[src/rtl/mma_pkg.sv]
// package for the montgomery modular alu: request codes, field widths,
// datapath command and status structs; no dependencies
`timescale 1ns / 1ps

package mma_pkg;

  localparam int R_BITS = 32;
  localparam int VAL_W  = 31;
  localparam int EXP_W  = 63;
  localparam int REQ_W  = 3;
  localparam int IDX_W  = 2;

  // request codes
  localparam logic [REQ_W-1:0] REQ_ADD  = 3'd0;
  localparam logic [REQ_W-1:0] REQ_SUB  = 3'd1;
  localparam logic [REQ_W-1:0] REQ_MUL  = 3'd2;
  localparam logic [REQ_W-1:0] REQ_TO   = 3'd3;
  localparam logic [REQ_W-1:0] REQ_FROM = 3'd4;
  localparam logic [REQ_W-1:0] REQ_POW  = 3'd5;
  localparam logic [REQ_W-1:0] REQ_INV  = 3'd6;
  localparam logic [REQ_W-1:0] REQ_BAD  = 3'd7;

  // configuration register indexes
  localparam logic [IDX_W-1:0] REG_MOD  = 2'd0;
  localparam logic [IDX_W-1:0] REG_MINV = 2'd1;
  localparam logic [IDX_W-1:0] REG_R2   = 2'd2;

  // operand pairs for a montgomery product
  localparam logic [2:0] SRC_AB     = 3'd0;
  localparam logic [2:0] SRC_AR2    = 3'd1;
  localparam logic [2:0] SRC_A1     = 3'd2;
  localparam logic [2:0] SRC_R21    = 3'd3;
  localparam logic [2:0] SRC_ACCB   = 3'd4;
  localparam logic [2:0] SRC_BB     = 3'd5;

  // destinations of a montgomery product
  localparam logic [1:0] DST_RES  = 2'd0;
  localparam logic [1:0] DST_ACC  = 2'd1;
  localparam logic [1:0] DST_BASE = 2'd2;

  typedef struct packed {
    logic       load;
    logic       mont_en;
    logic [1:0] phase;
    logic [2:0] src;
    logic [1:0] dst;
    logic       e_shift;
    logic       fin_bad;
    logic       fin_addsub;
    logic       fin_acc;
  } cmd_t;

  typedef struct packed {
    logic             bad;
    logic [REQ_W-1:0] kind;
    logic             e_zero;
    logic             e_lsb;
    logic             e_hi_zero;
  } stat_t;

endpackage

[src/rtl/montgomery_modular_alu.sv]
// top level of the montgomery modular alu (R = 2^32, modulus below 2^31)
// instantiates mma_control and mma_datapath; uses mma_pkg
`timescale 1ns / 1ps

//  channel   handshake          payload
//  request   start, busy        req_type, operand_a, operand_b, exponent
//  result    done (one cycle)   result, error
//  config    wr_en              wr_index, wr_data
//
// a montgomery product runs through states S_M0, S_M1, S_M2 and S_M3 on the one shared 32x32 multiplier
// add, sub and error words go from idle through dispatch to done; mul, to and from run one product first
// power and inverse: one product to form montgomery one, then square-and-multiply from the exponent lsb up
// (a zero exponent ends after that first product); the exponent may be up to 63 bits wide
// rst is synchronous and clears the configuration registers, the error flag and the controller
// done is a one-cycle strobe; the receiver cannot stall, busy blocks new words

module montgomery_modular_alu (
  input  logic                        clk,
  input  logic                        rst,
  input  logic                        start,
  output logic                        busy,
  input  logic [mma_pkg::REQ_W-1:0]   req_type,
  input  logic [mma_pkg::VAL_W-1:0]   operand_a,
  input  logic [mma_pkg::VAL_W-1:0]   operand_b,
  input  logic [mma_pkg::EXP_W-1:0]   exponent,
  output logic                        done,
  output logic [mma_pkg::VAL_W-1:0]   result,
  output logic                        error,
  input  logic                        wr_en,
  input  logic [mma_pkg::IDX_W-1:0]   wr_index,
  input  logic [mma_pkg::R_BITS-1:0]  wr_data
);
  import mma_pkg::*;

  cmd_t  cmd;
  stat_t stat;

  // sequencer
  mma_control u_control (
    .clk   (clk),
    .rst   (rst),
    .start (start),
    .busy  (busy),
    .done  (done),
    .stat  (stat),
    .cmd   (cmd)
  );

  // arithmetic
  mma_datapath u_datapath (
    .clk       (clk),
    .rst       (rst),
    .wr_en     (wr_en),
    .wr_index  (wr_index),
    .wr_data   (wr_data),
    .req_type  (req_type),
    .operand_a (operand_a),
    .operand_b (operand_b),
    .exponent  (exponent),
    .cmd       (cmd),
    .stat      (stat),
    .result    (result),
    .error     (error)
  );

endmodule

[src/rtl/mma_datapath.sv]
// datapath of the montgomery modular alu: configuration registers, operand
// registers, shared 32x32 multiplier and reduction; uses mma_pkg
`timescale 1ns / 1ps

module mma_datapath (
  input  logic                        clk,
  input  logic                        rst,
  input  logic                        wr_en,
  input  logic [mma_pkg::IDX_W-1:0]   wr_index,
  input  logic [mma_pkg::R_BITS-1:0]  wr_data,
  input  logic [mma_pkg::REQ_W-1:0]   req_type,
  input  logic [mma_pkg::VAL_W-1:0]   operand_a,
  input  logic [mma_pkg::VAL_W-1:0]   operand_b,
  input  logic [mma_pkg::EXP_W-1:0]   exponent,
  input  mma_pkg::cmd_t               cmd,
  output mma_pkg::stat_t              stat,
  output logic [mma_pkg::VAL_W-1:0]   result,
  output logic                        error
);
  import mma_pkg::*;

  logic [VAL_W-1:0]    modulus;
  logic [R_BITS-1:0]   modulus_inverse;
  logic [VAL_W-1:0]    r_squared;

  logic [REQ_W-1:0]    kind;
  logic                bad;
  logic [VAL_W-1:0]    opa, opb, acc, base;
  logic [EXP_W-1:0]    e;
  logic [2*R_BITS-1:0] mprod;
  logic [29:0]         xhi;

  logic                bad_in;
  logic [R_BITS-1:0]   mul_a, mul_b;
  logic [2*R_BITS-1:0] mul_p;
  logic [R_BITS-1:0]   t_raw, t_red;
  logic [VAL_W:0]      sum_ab, dif_ab;
  logic [VAL_W-1:0]    addsub;

  // configuration writes
  always_ff @(posedge clk) begin
    if (rst) begin
      modulus         <= '0;
      modulus_inverse <= '0;
      r_squared       <= '0;
    end else if (wr_en) begin
      unique case (wr_index)
        REG_MOD:  modulus         <= wr_data[VAL_W-1:0];
        REG_MINV: modulus_inverse <= wr_data;
        REG_R2:   r_squared       <= wr_data[VAL_W-1:0];
        default:  ;
      endcase
    end
  end

  // request validity
  always_comb begin
    bad_in = !modulus[0] || (modulus < VAL_W'(3)) || (req_type == REQ_BAD)
             || (operand_a >= modulus);
    if ((req_type == REQ_ADD || req_type == REQ_SUB || req_type == REQ_MUL)
        && (operand_b >= modulus))
      bad_in = 1'b1;
    if ((req_type == REQ_TO || req_type == REQ_POW || req_type == REQ_INV)
        && (r_squared >= modulus))
      bad_in = 1'b1;
  end

  // multiplier operand select per phase
  always_comb begin
    mul_a = mprod[R_BITS-1:0];
    mul_b = modulus_inverse;
    if (cmd.phase == 2'd0) begin
      case (cmd.src)
        SRC_AB:   begin mul_a = {1'b0, opa};       mul_b = {1'b0, opb};       end
        SRC_AR2:  begin mul_a = {1'b0, opa};       mul_b = {1'b0, r_squared}; end
        SRC_A1:   begin mul_a = {1'b0, opa};       mul_b = R_BITS'(1);        end
        SRC_R21:  begin mul_a = {1'b0, r_squared}; mul_b = R_BITS'(1);        end
        SRC_ACCB: begin mul_a = {1'b0, acc};       mul_b = {1'b0, base};      end
        default:  begin mul_a = {1'b0, base};      mul_b = {1'b0, base};      end
      endcase
    end else if (cmd.phase == 2'd2) begin
      mul_b = {1'b0, modulus};
    end
  end

  assign mul_p = mul_a * mul_b;

  // final reduction step
  assign t_raw = R_BITS'(xhi) + R_BITS'(modulus) - mprod[2*R_BITS-1:R_BITS];
  assign t_red = (t_raw >= R_BITS'(modulus)) ? t_raw - R_BITS'(modulus) : t_raw;

  // add and subtract
  assign sum_ab = {1'b0, opa} + {1'b0, opb};
  assign dif_ab = {1'b0, opa} + {1'b0, modulus} - {1'b0, opb};
  always_comb begin
    if (kind == REQ_ADD)
      addsub = (sum_ab >= {1'b0, modulus}) ? VAL_W'(sum_ab - {1'b0, modulus})
                                           : sum_ab[VAL_W-1:0];
    else
      addsub = (opa >= opb) ? opa - opb : dif_ab[VAL_W-1:0];
  end

  // operand, exponent and product registers
  always_ff @(posedge clk) begin
    if (cmd.load) begin
      kind <= req_type;
      bad  <= bad_in;
      opa  <= operand_a;
      opb  <= operand_b;
      base <= operand_a;
      e    <= (req_type == REQ_INV) ? EXP_W'(modulus - VAL_W'(2)) : exponent;
    end
    if (cmd.e_shift) e <= e >> 1;
    if (cmd.mont_en) begin
      case (cmd.phase)
        2'd0: mprod <= mul_p;
        2'd1: begin
          xhi   <= mprod[61:32];
          mprod <= {R_BITS'(0), mul_p[R_BITS-1:0]};
        end
        2'd2: mprod <= mul_p;
        default: begin
          case (cmd.dst)
            DST_ACC:  acc  <= t_red[VAL_W-1:0];
            DST_BASE: base <= t_red[VAL_W-1:0];
            default:  result <= t_red[VAL_W-1:0];
          endcase
        end
      endcase
    end
    if (cmd.fin_addsub) result <= addsub;
    if (cmd.fin_acc)    result <= acc;
    if (cmd.fin_bad)    result <= '0;
  end

  // error flag
  always_ff @(posedge clk) begin
    if (rst) begin
      error <= 1'b0;
    end else if (cmd.load) begin
      error <= 1'b0;
    end else if (cmd.fin_bad) begin
      error <= 1'b1;
    end
  end

  assign stat.bad       = bad;
  assign stat.kind      = kind;
  assign stat.e_zero    = (e == '0);
  assign stat.e_lsb     = e[0];
  assign stat.e_hi_zero = (e[EXP_W-1:1] == '0);

endmodule

[src/rtl/mma_control.sv]
// controller of the montgomery modular alu: sequences products, the power
// loop and the result strobe; uses mma_pkg
`timescale 1ns / 1ps

module mma_control (
  input  logic           clk,
  input  logic           rst,
  input  logic           start,
  output logic           busy,
  output logic           done,
  input  mma_pkg::stat_t stat,
  output mma_pkg::cmd_t  cmd
);
  import mma_pkg::*;

  localparam logic [3:0] S_IDLE = 4'd0;
  localparam logic [3:0] S_DISP = 4'd1;
  localparam logic [3:0] S_M0   = 4'd2;
  localparam logic [3:0] S_M1   = 4'd3;
  localparam logic [3:0] S_M2   = 4'd4;
  localparam logic [3:0] S_M3   = 4'd5;
  localparam logic [3:0] S_PCHK = 4'd6;
  localparam logic [3:0] S_PSQ  = 4'd7;
  localparam logic [3:0] S_DONE = 4'd8;

  logic [3:0] state, state_next;
  logic [3:0] ret, ret_next;
  logic [2:0] src, src_next;
  logic [1:0] dst, dst_next;

  // state and product setup registers
  always_ff @(posedge clk) begin
    if (rst) begin
      state <= S_IDLE;
      ret   <= S_IDLE;
      src   <= SRC_AB;
      dst   <= DST_RES;
    end else begin
      state <= state_next;
      ret   <= ret_next;
      src   <= src_next;
      dst   <= dst_next;
    end
  end

  // next state and commands
  always_comb begin
    state_next = state;
    ret_next   = ret;
    src_next   = src;
    dst_next   = dst;
    cmd        = '0;
    cmd.src    = src;
    cmd.dst    = dst;
    unique case (state)
      S_IDLE: begin
        if (start) begin
          cmd.load   = 1'b1;
          state_next = S_DISP;
        end
      end
      S_DISP: begin
        state_next = S_M0;
        dst_next   = DST_RES;
        ret_next   = S_DONE;
        if (stat.bad) begin
          cmd.fin_bad = 1'b1;
          state_next  = S_DONE;
        end else begin
          case (stat.kind)
            REQ_ADD, REQ_SUB: begin
              cmd.fin_addsub = 1'b1;
              state_next     = S_DONE;
            end
            REQ_MUL:  src_next = SRC_AB;
            REQ_TO:   src_next = SRC_AR2;
            REQ_FROM: src_next = SRC_A1;
            default: begin
              src_next = SRC_R21;
              dst_next = DST_ACC;
              ret_next = S_PCHK;
            end
          endcase
        end
      end
      S_M0: begin
        cmd.mont_en = 1'b1;
        cmd.phase   = 2'd0;
        state_next  = S_M1;
      end
      S_M1: begin
        cmd.mont_en = 1'b1;
        cmd.phase   = 2'd1;
        state_next  = S_M2;
      end
      S_M2: begin
        cmd.mont_en = 1'b1;
        cmd.phase   = 2'd2;
        state_next  = S_M3;
      end
      S_M3: begin
        cmd.mont_en = 1'b1;
        cmd.phase   = 2'd3;
        state_next  = ret;
      end
      S_PCHK: begin
        if (stat.e_zero) begin
          cmd.fin_acc = 1'b1;
          state_next  = S_DONE;
        end else if (stat.e_lsb) begin
          src_next   = SRC_ACCB;
          dst_next   = DST_ACC;
          ret_next   = S_PSQ;
          state_next = S_M0;
        end else begin
          state_next = S_PSQ;
        end
      end
      S_PSQ: begin
        cmd.e_shift = 1'b1;
        if (stat.e_hi_zero) begin
          cmd.fin_acc = 1'b1;
          state_next  = S_DONE;
        end else begin
          src_next   = SRC_BB;
          dst_next   = DST_BASE;
          ret_next   = S_PCHK;
          state_next = S_M0;
        end
      end
      S_DONE: state_next = S_IDLE;
      default: state_next = S_IDLE;
    endcase
  end

  assign busy = (state != S_IDLE);
  assign done = (state == S_DONE);

endmodule
[config.mk]
export PLATFORM = sky130hd
export DESIGN_NAME = montgomery_modular_alu
export DESIGN_NICKNAME = d
export VERILOG_FILES = /design/src/rtl/mma_pkg.sv /design/src/rtl/montgomery_modular_alu.sv /design/src/rtl/mma_datapath.sv /design/src/rtl/mma_control.sv
export SDC_FILE = /design/constraint.sdc
export NUM_CORES = 2
export LEC_CHECK = 0
export BUFFER_PORTS_ARGS = -buffer_cell sky130_fd_sc_hd__buf_2
export CORE_ASPECT_RATIO = 0.8
export CORE_MARGIN = 2
export CORE_UTILIZATION = 40
export CTS_CLUSTER_SIZE = 16
export DETAILED_ROUTE_END_ITERATION = 7
export SLEW_MARGIN = 30
export SYNTH_ARGS = -nofsm -noshare
export SYNTH_HDL_FRONTEND = slang
export SYNTH_SLANG_ARGS = --single-unit
[constraint.sdc]
create_clock -name clk -period 13.4 [get_ports clk]
set_input_delay 0.67 -clock clk [delete_from_list [all_inputs] [get_ports clk]]
set_output_delay 0.67 -clock clk [all_outputs]
set_load 0.02 [all_outputs]
## Word level (Yosys, flattened, before mapping)

Cells that the tools add are included.

| operators by class | value |
|---|---|
| reductions and logical operators | 41 |
| bitwise logic cells | 1 |
| muxes and demuxes | 58 |
| $mul | 1 |
| $lt $le $gt $ge | 7 |
| eq/ne operators | 36 |
| add/subtract/negate cells | 9 |

Operator list:

| cell | count |
|---|---|
| $mux W31 | 13 |
| $pmux W31 S3 | 2 |
| $pmux W64 S2 | 1 |
| $ge A31 B31 Y1 | 4 |
| $mux W62 | 2 |
| $sub A31 B31 Y31 | 4 |
| $mux W32 | 3 |
| $ge A32 B31 Y1 | 2 |
| $mul A32 B32 Y64 | 1 |
| $logic_not A63 Y1 | 1 |
| $mux W63 | 1 |
| $logic_not A62 Y1 | 1 |
| $mux W4 | 10 |
| $add A30 B31 Y32 | 1 |
| $add A31 B31 Y32 | 1 |
| $pmux W4 S8 | 1 |
| $sub A31 B2 Y32 const B | 1 |
| $sub A32 B32 Y32 | 1 |
| $add A31 B31 Y31 | 1 |
| $lt A31 B2 Y1 const B | 1 |
| $pmux W3 S4 | 2 |
| $eq A3 B2 Y1 const B | 6 |
| $eq A4 B3 Y1 const B | 4 |
| $eq A3 B3 Y1 const B | 5 |
| 33 further kinds | 84 |

| word-level totals | value |
|---|---|
| register bits | 424 |
| word-level logic and storage cells | 172 |
| output and inout bits | 34 |

## Logic depth before layout (Yosys ltp)

| logic depth | value |
|---|---|
| depth in word-level cells | 9 |
| mapped depth | 38 |
| gate-level depth less buffers | 35 |

## Cells and area by module

Synthesis repeated with hierarchy kept, for this count alone.

| unflattened totals | value |
|---|---|
| cell total of the unflattened synthesis | 7,651 |
| area total of the unflattened synthesis | 66,262.3 um^2 |

By module, submodules not included:

| module | area each (um^2) | times used | cells each | sequential area each (um^2) |
|---|---|---|---|---|
| mma_datapath | 65,500.3 | 1 | 7,556 | 10,760.3 |
| mma_control | 762.0 | 1 | 95 | 240.2 |

## Least setup slack after synthesis

No wires, ideal clock.

| timing | value |
|---|---|
| kind | flip-flop to flip-flop |
| start point | reg u_control.state[3] |
| end point | reg u_datapath.mprod[63] (data pin) |
| data arrival time | 9.491 ns |
| path buffers | 5 |
| stages on the path, launching flop included | 37 |
| clock period less this slack | 9.757 ns |
| path slack | 3.643 ns |
| cell sequence | dfxtp_1 clkbuf_1 nor2_1 and3_1 clkbuf_1 nor2_1 clkbuf_1 buf_1 o221ai_1 clkbuf_1 nor2_1 fa_1 inv_1 fa_1 fa_1 fa_1 inv_1 fa_1 inv_1 fa_1 inv_1 fa_1 inv_1 fa_1 inv_1 ha_1 and3_1 nand2_1 a2bb2oi_1 o211ai_1 a31oi_1 o31ai_2 a2111oi_0 a211oi_1 a221oi_2 xnor2_1 nor2_1 |

| on the way | value |
|---|---|
| word-level cells in the longest chain between the ends | 7 |
| elaborated cells on any way between the ends | 14 |
| classes of those cells | mul: 1; eq/ne: 6; mux: 5; reduce/logical: 2 |

RTL lines:

| item | RTL line | RTL |
|---|---|---|
| from (decl) | mma_control.sv:26 | `logic [3:0] state, state_next;` |
| from (signal assigned) | mma_control.sv:39 | `state <= state_next;` |
| $eq A4 B3 Y1 or $eq A4 B2 Y1 (tied branches) | mma_control.sv:55 | `unique case (state)` |
| $pmux W3 S4 (*) | mma_control.sv:55 |  |
| $eq A2 B2 Y1 | mma_datapath.sv:81, mma_datapath.sv:115 |  |
| $mux W32 | mma_datapath.sv:81 | `end else if (cmd.phase == 2'd2) begin` |
| $mux W32 | mma_datapath.sv:72 | `if (cmd.phase == 2'd0) begin` |
| $mul A32 B32 Y64 | mma_datapath.sv:86 | `assign mul_p = mul_a * mul_b;` |
| $pmux W64 S2 (*) | mma_datapath.sv:115 | `case (cmd.phase)` |
| to (signal assigned) | mma_datapath.sv:116 | `2'd0: mprod <= mul_p;` |
| to (signal assigned) | mma_datapath.sv:119 | `mprod <= {R_BITS'(0), mul_p[R_BITS-1:0]};` |
| to (signal assigned) | mma_datapath.sv:121 | `2'd2: mprod <= mul_p;` |
| to (decl) | mma_datapath.sv:30 | `logic [2*R_BITS-1:0] mprod;` |

Every way passes the cells marked *; elsewhere a longest branch is shown, timed or not. The select of a mux whose other input is x is not followed.
A chain may end at the register's enable or synchronous reset.

## Final worst setup path

| timing | value |
|---|---|
| start point | reg u_control.src[2] |
| end point | reg u_datapath.mprod[63] (data pin) |

| on the way | value |
|---|---|
| word-level cells in the longest chain between the ends | 6 |
| elaborated cells on any way between the ends | 13 |
| classes of those cells | mul: 1; eq/ne: 4; mux: 5; reduce/logical: 3 |

RTL lines:

| item | RTL line | RTL |
|---|---|---|
| from (decl) | mma_control.sv:28 | `logic [2:0] src, src_next;` |
| from (signal assigned) | mma_control.sv:41 | `src <= src_next;` |
| $eq A3 B1 Y1 (tied with other cells) | mma_datapath.sv:73 | `case (cmd.src)` |
| $reduce_or A3 Y1 (no source line) or $reduce_or A2 Y1 (tied branches) | n/a |  |
| $pmux W31 S3 | mma_datapath.sv:73 |  |
| $mux W32 | mma_datapath.sv:72 |  |
| $mul A32 B32 Y64 (*) | mma_datapath.sv:86 |  |
| $pmux W64 S2 (*) | mma_datapath.sv:115 |  |

Marked as above.

==> metrics.txt <==
starting DRC count in detailed routing=7220; antenna violations before repair=29; Yosys warnings=0; htree depth=2; Synth top area share=29.3%; Critical Path Max Stage Delay=0.71 ns; final setup margin=2.31 ns; Fmax=90.1 MHz; wire per inst=26.8 um; CP dominant cell by count=fa_1; count of cell types in the netlist=99; crit path max-delay cell type=dfxtp_2; Post-CTS Setup Bufs=0; RSZ-0062 raised after global routing=no; Layout Skew=0.0414 ns; sequential share of the synthesized area=16.8%; fraction of registers with async set/reset=0%; overall global routing resource usage=31.1%; WP data required=13.76 ns; Rel. slew slack=24.8%; global placer's final weighted congestion=1.00; clk root buf=clkbuf_16; layout cells sized above 1=7.84%; Register Area=0.0110 mm^2; Area contributors post-synth=fa_1 29%, edfxtp_1 12%, ha_1 10%; dpl hpwl=210000 um; GR Util met2=43.0%; Vias=58000; setup violators final=0; Net Count, Synth=9373; Syn Area/Cell=8.52 um^2; vias in the first global route=56000; maximum number of pins on one net before global-route repair=93; synthesis-to-finish area growth=8.32%; Synth Instances=7699; period utilisation layout=82.8%; core area=0.162 mm^2; Yosys reg bits=423; gr ovfl total=0; Starting Density=40.4%; outcome=complete, no violations; Inserted Clock Buffers=48; final WL=264000 um; first-pass GRT wire length=384000 um; gr busiest metal=met1; Worst EP arrival=11.45 ns; DRT Pass-1 Iters=6; clock sink count=423; row cnt=132; DRC violations left=0; Final Max Tran Viols=0; Nets=9354; Worst Path Max Fanout=49; r2r setup slk=2.31 ns; Hold Buf Count CTS=0; Worst Hold Class=in2reg; FILL cells=16000; clock tree buffer depth=3; antenna-violating nets left=0; GRT met3 Usage=8.04%; Final Hold Fails=0; CP Class=reg2reg; CP startpoint kind=register; post-layout utilization of the core=43.8%; Setup Total Neg Slack=0 ns; DP Worst Slack=2.39 ns; CTS tree=yes; clock-pin slew on the worst setup and hold paths=0.08 ns; clk_lat worst skew=0.66 ns; max-cap viol count=0; ys flop type=edfxtp_1; die height=366 um; CP endpoint kind=register; fin crit period=11.09 ns; post-synthesis cell area=0.0656 mm^2; num ports=200; Port-buffer cells=199; multi-input logic area=0.0490 mm^2; top cell type by total area after synthesis=fa_1; Post-CTS Resized=0; die footprint=0.167 mm^2; met1 Resource Use GR=46.0%; Vias/cell=5.87; Post-synth EDFFs=253; Worst Max-Slew Pin Slew=1.12 ns; Die W=457 um
-- worst max-delay path, delay by kind of cell, from the launching register on --
family / cells / cell delay (ns)
buffers and inverters: 10 / 1.85
AO/OA/AOI/OAI: 9 / 2.70
adder cells (fa/ha/maj): 9 / 4.34
AND/OR/NAND/NOR: 6 / 0.94
flip-flops: 1 / 0.71
XOR/XNOR: 1 / 0.16
-- cell type report --
| type | count | area share [%] |
|---|---|---|
| diodes | 23 | 0.0810 |
| multi-input cells | 5678 | 69.0 |
| inverters | 1195 | 6.32 |
| clock buffers | 62 | 1.79 |
| flip-flops and latches | 423 | 15.5 |
| clock inverters | 28 | 0.590 |
| well taps | 2144 | 3.78 |
| repair buffers | 334 | 2.96 |
-- sequential cells by signal (all words and copies together) (netlist names), 2 cells and up --
register                    count
u_datapath.mprod               64
u_datapath.e                   63
u_datapath.modulus_inverse     32
u_datapath.acc                 31
u_datapath.base                31
u_datapath.modulus             31
u_datapath.opa                 31
u_datapath.opb                 31
u_datapath.r_squared           31
u_datapath.result              31
u_datapath.xhi                 30
u_control.state                 4
u_control.ret                   3
u_control.src                   3
u_datapath.kind                 3
u_control.dst                   2
-- cell usage in the layout, fill, tap and decap left out, types with 53 or more instances in the layout --
| cell | netlist | layout |
|---|---|---|
| fa_1 | 960 | 960 |
| edfxtp_1 | 253 | 253 |
| xnor2_1 | 170 | 170 |
| dfxtp_1 | 170 | 168 |
| nand2b_1 | 64 | 64 |
| nand2_1 | 1019 | 1015 |
| xor2_1 | 68 | 68 |
| nand4_1 | 53 | 53 |
| a31oi_1 | 57 | 57 |
| nor2_1 | 862 | 858 |
| buf_2 | 25 | 198 |
| ha_1 | 548 | 548 |
| a21o_1 | 113 | 113 |
| inv_1 | 1191 | 1191 |
| nor3_1 | 76 | 73 |
| a21oi_1 | 518 | 517 |
| nand3_1 | 108 | 108 |
| o21ai_0 | 290 | 288 |
| buf_4 | 5 | 130 |
-- cell families after synthesis --
logic type	share of synthesized area (%)
AOI/OAI and AO/OA	13.9
xor gates and xnor gates	3.20
adders and majority gates	39.8
buffers and inverters	9.27
DFF	16.8
muxes	1.37
and+or+nand+nor	15.7
-- cells in the mapped netlist, drive strengths merged (27+ instances only) --
| cell type | n |
|---|---|
| xnor2 | 171 |
| inv | 1193 |
| a211oi | 50 |
| a21o | 113 |
| nor4 | 41 |
| nand2b | 64 |
| o22ai | 30 |
| buf | 59 |
| edfxtp | 253 |
| a31oi | 59 |
| xor2 | 68 |
| mux2i | 46 |
| fa | 960 |
| o221ai | 33 |
| clkbuf | 344 |
| o21bai | 45 |
| mux2 | 38 |
| o21ai | 319 |
| a221o | 42 |
| dfxtp | 170 |
| nor3 | 76 |
| a21oi | 520 |
| or3 | 29 |
| nand3 | 108 |
| nand4 | 54 |
| nor2 | 864 |
| ha | 548 |
| o21a | 37 |
| nor2b | 45 |
| nand2 | 1019 |
| and3 | 27 |
-- path summary, 6_finish.rpt --
check / to / from / cells past startpoint
worst max register to register: u_datapath.mprod[63]$_SDFFCE_PN0P_ / u_control.src[2]$_SDFFE_PP0P_ / 35
worst min-delay path: u_datapath.opb[15]$_DFFE_PP_ / operand_b[15] / 1
worst min register to register: u_control.state[3]$_SDFFE_PP0P_ / u_control.ret[3]$_SDFFE_PP0P_ / 2
worst max-delay path: u_datapath.mprod[63]$_SDFFCE_PN0P_ / u_control.src[2]$_SDFFE_PP0P_ / 35
-- per-stage QoR --
| step | area (um^2) | std cells | hold slack (ns) |
|---|---|---|---|
| after global placement | 69100 | 9769 | 0.442 |
| after detailed placement | 69200 | 9771 | 0.446 |
| after global routing | 71000 | 9876 | 0.227 |
| after CTS | 70900 | 9861 | 0.219 |
| final | 71000 | 9887 | 0.235 |
| after floorplan | 65600 | 7699 | 0.433 |
-- routing by layer --
metal | up-vias | wire length (um)
li1 | 25100 | -
met3 | 541 | 32100
met4 | 8 | 11600
met2 | 3463 | 106000
met1 | 29000 | 115000
met5 | - | 52
Power is not shown: default switching activity piles up to over one toggle a cycle in this logic, so the estimate is an artifact.
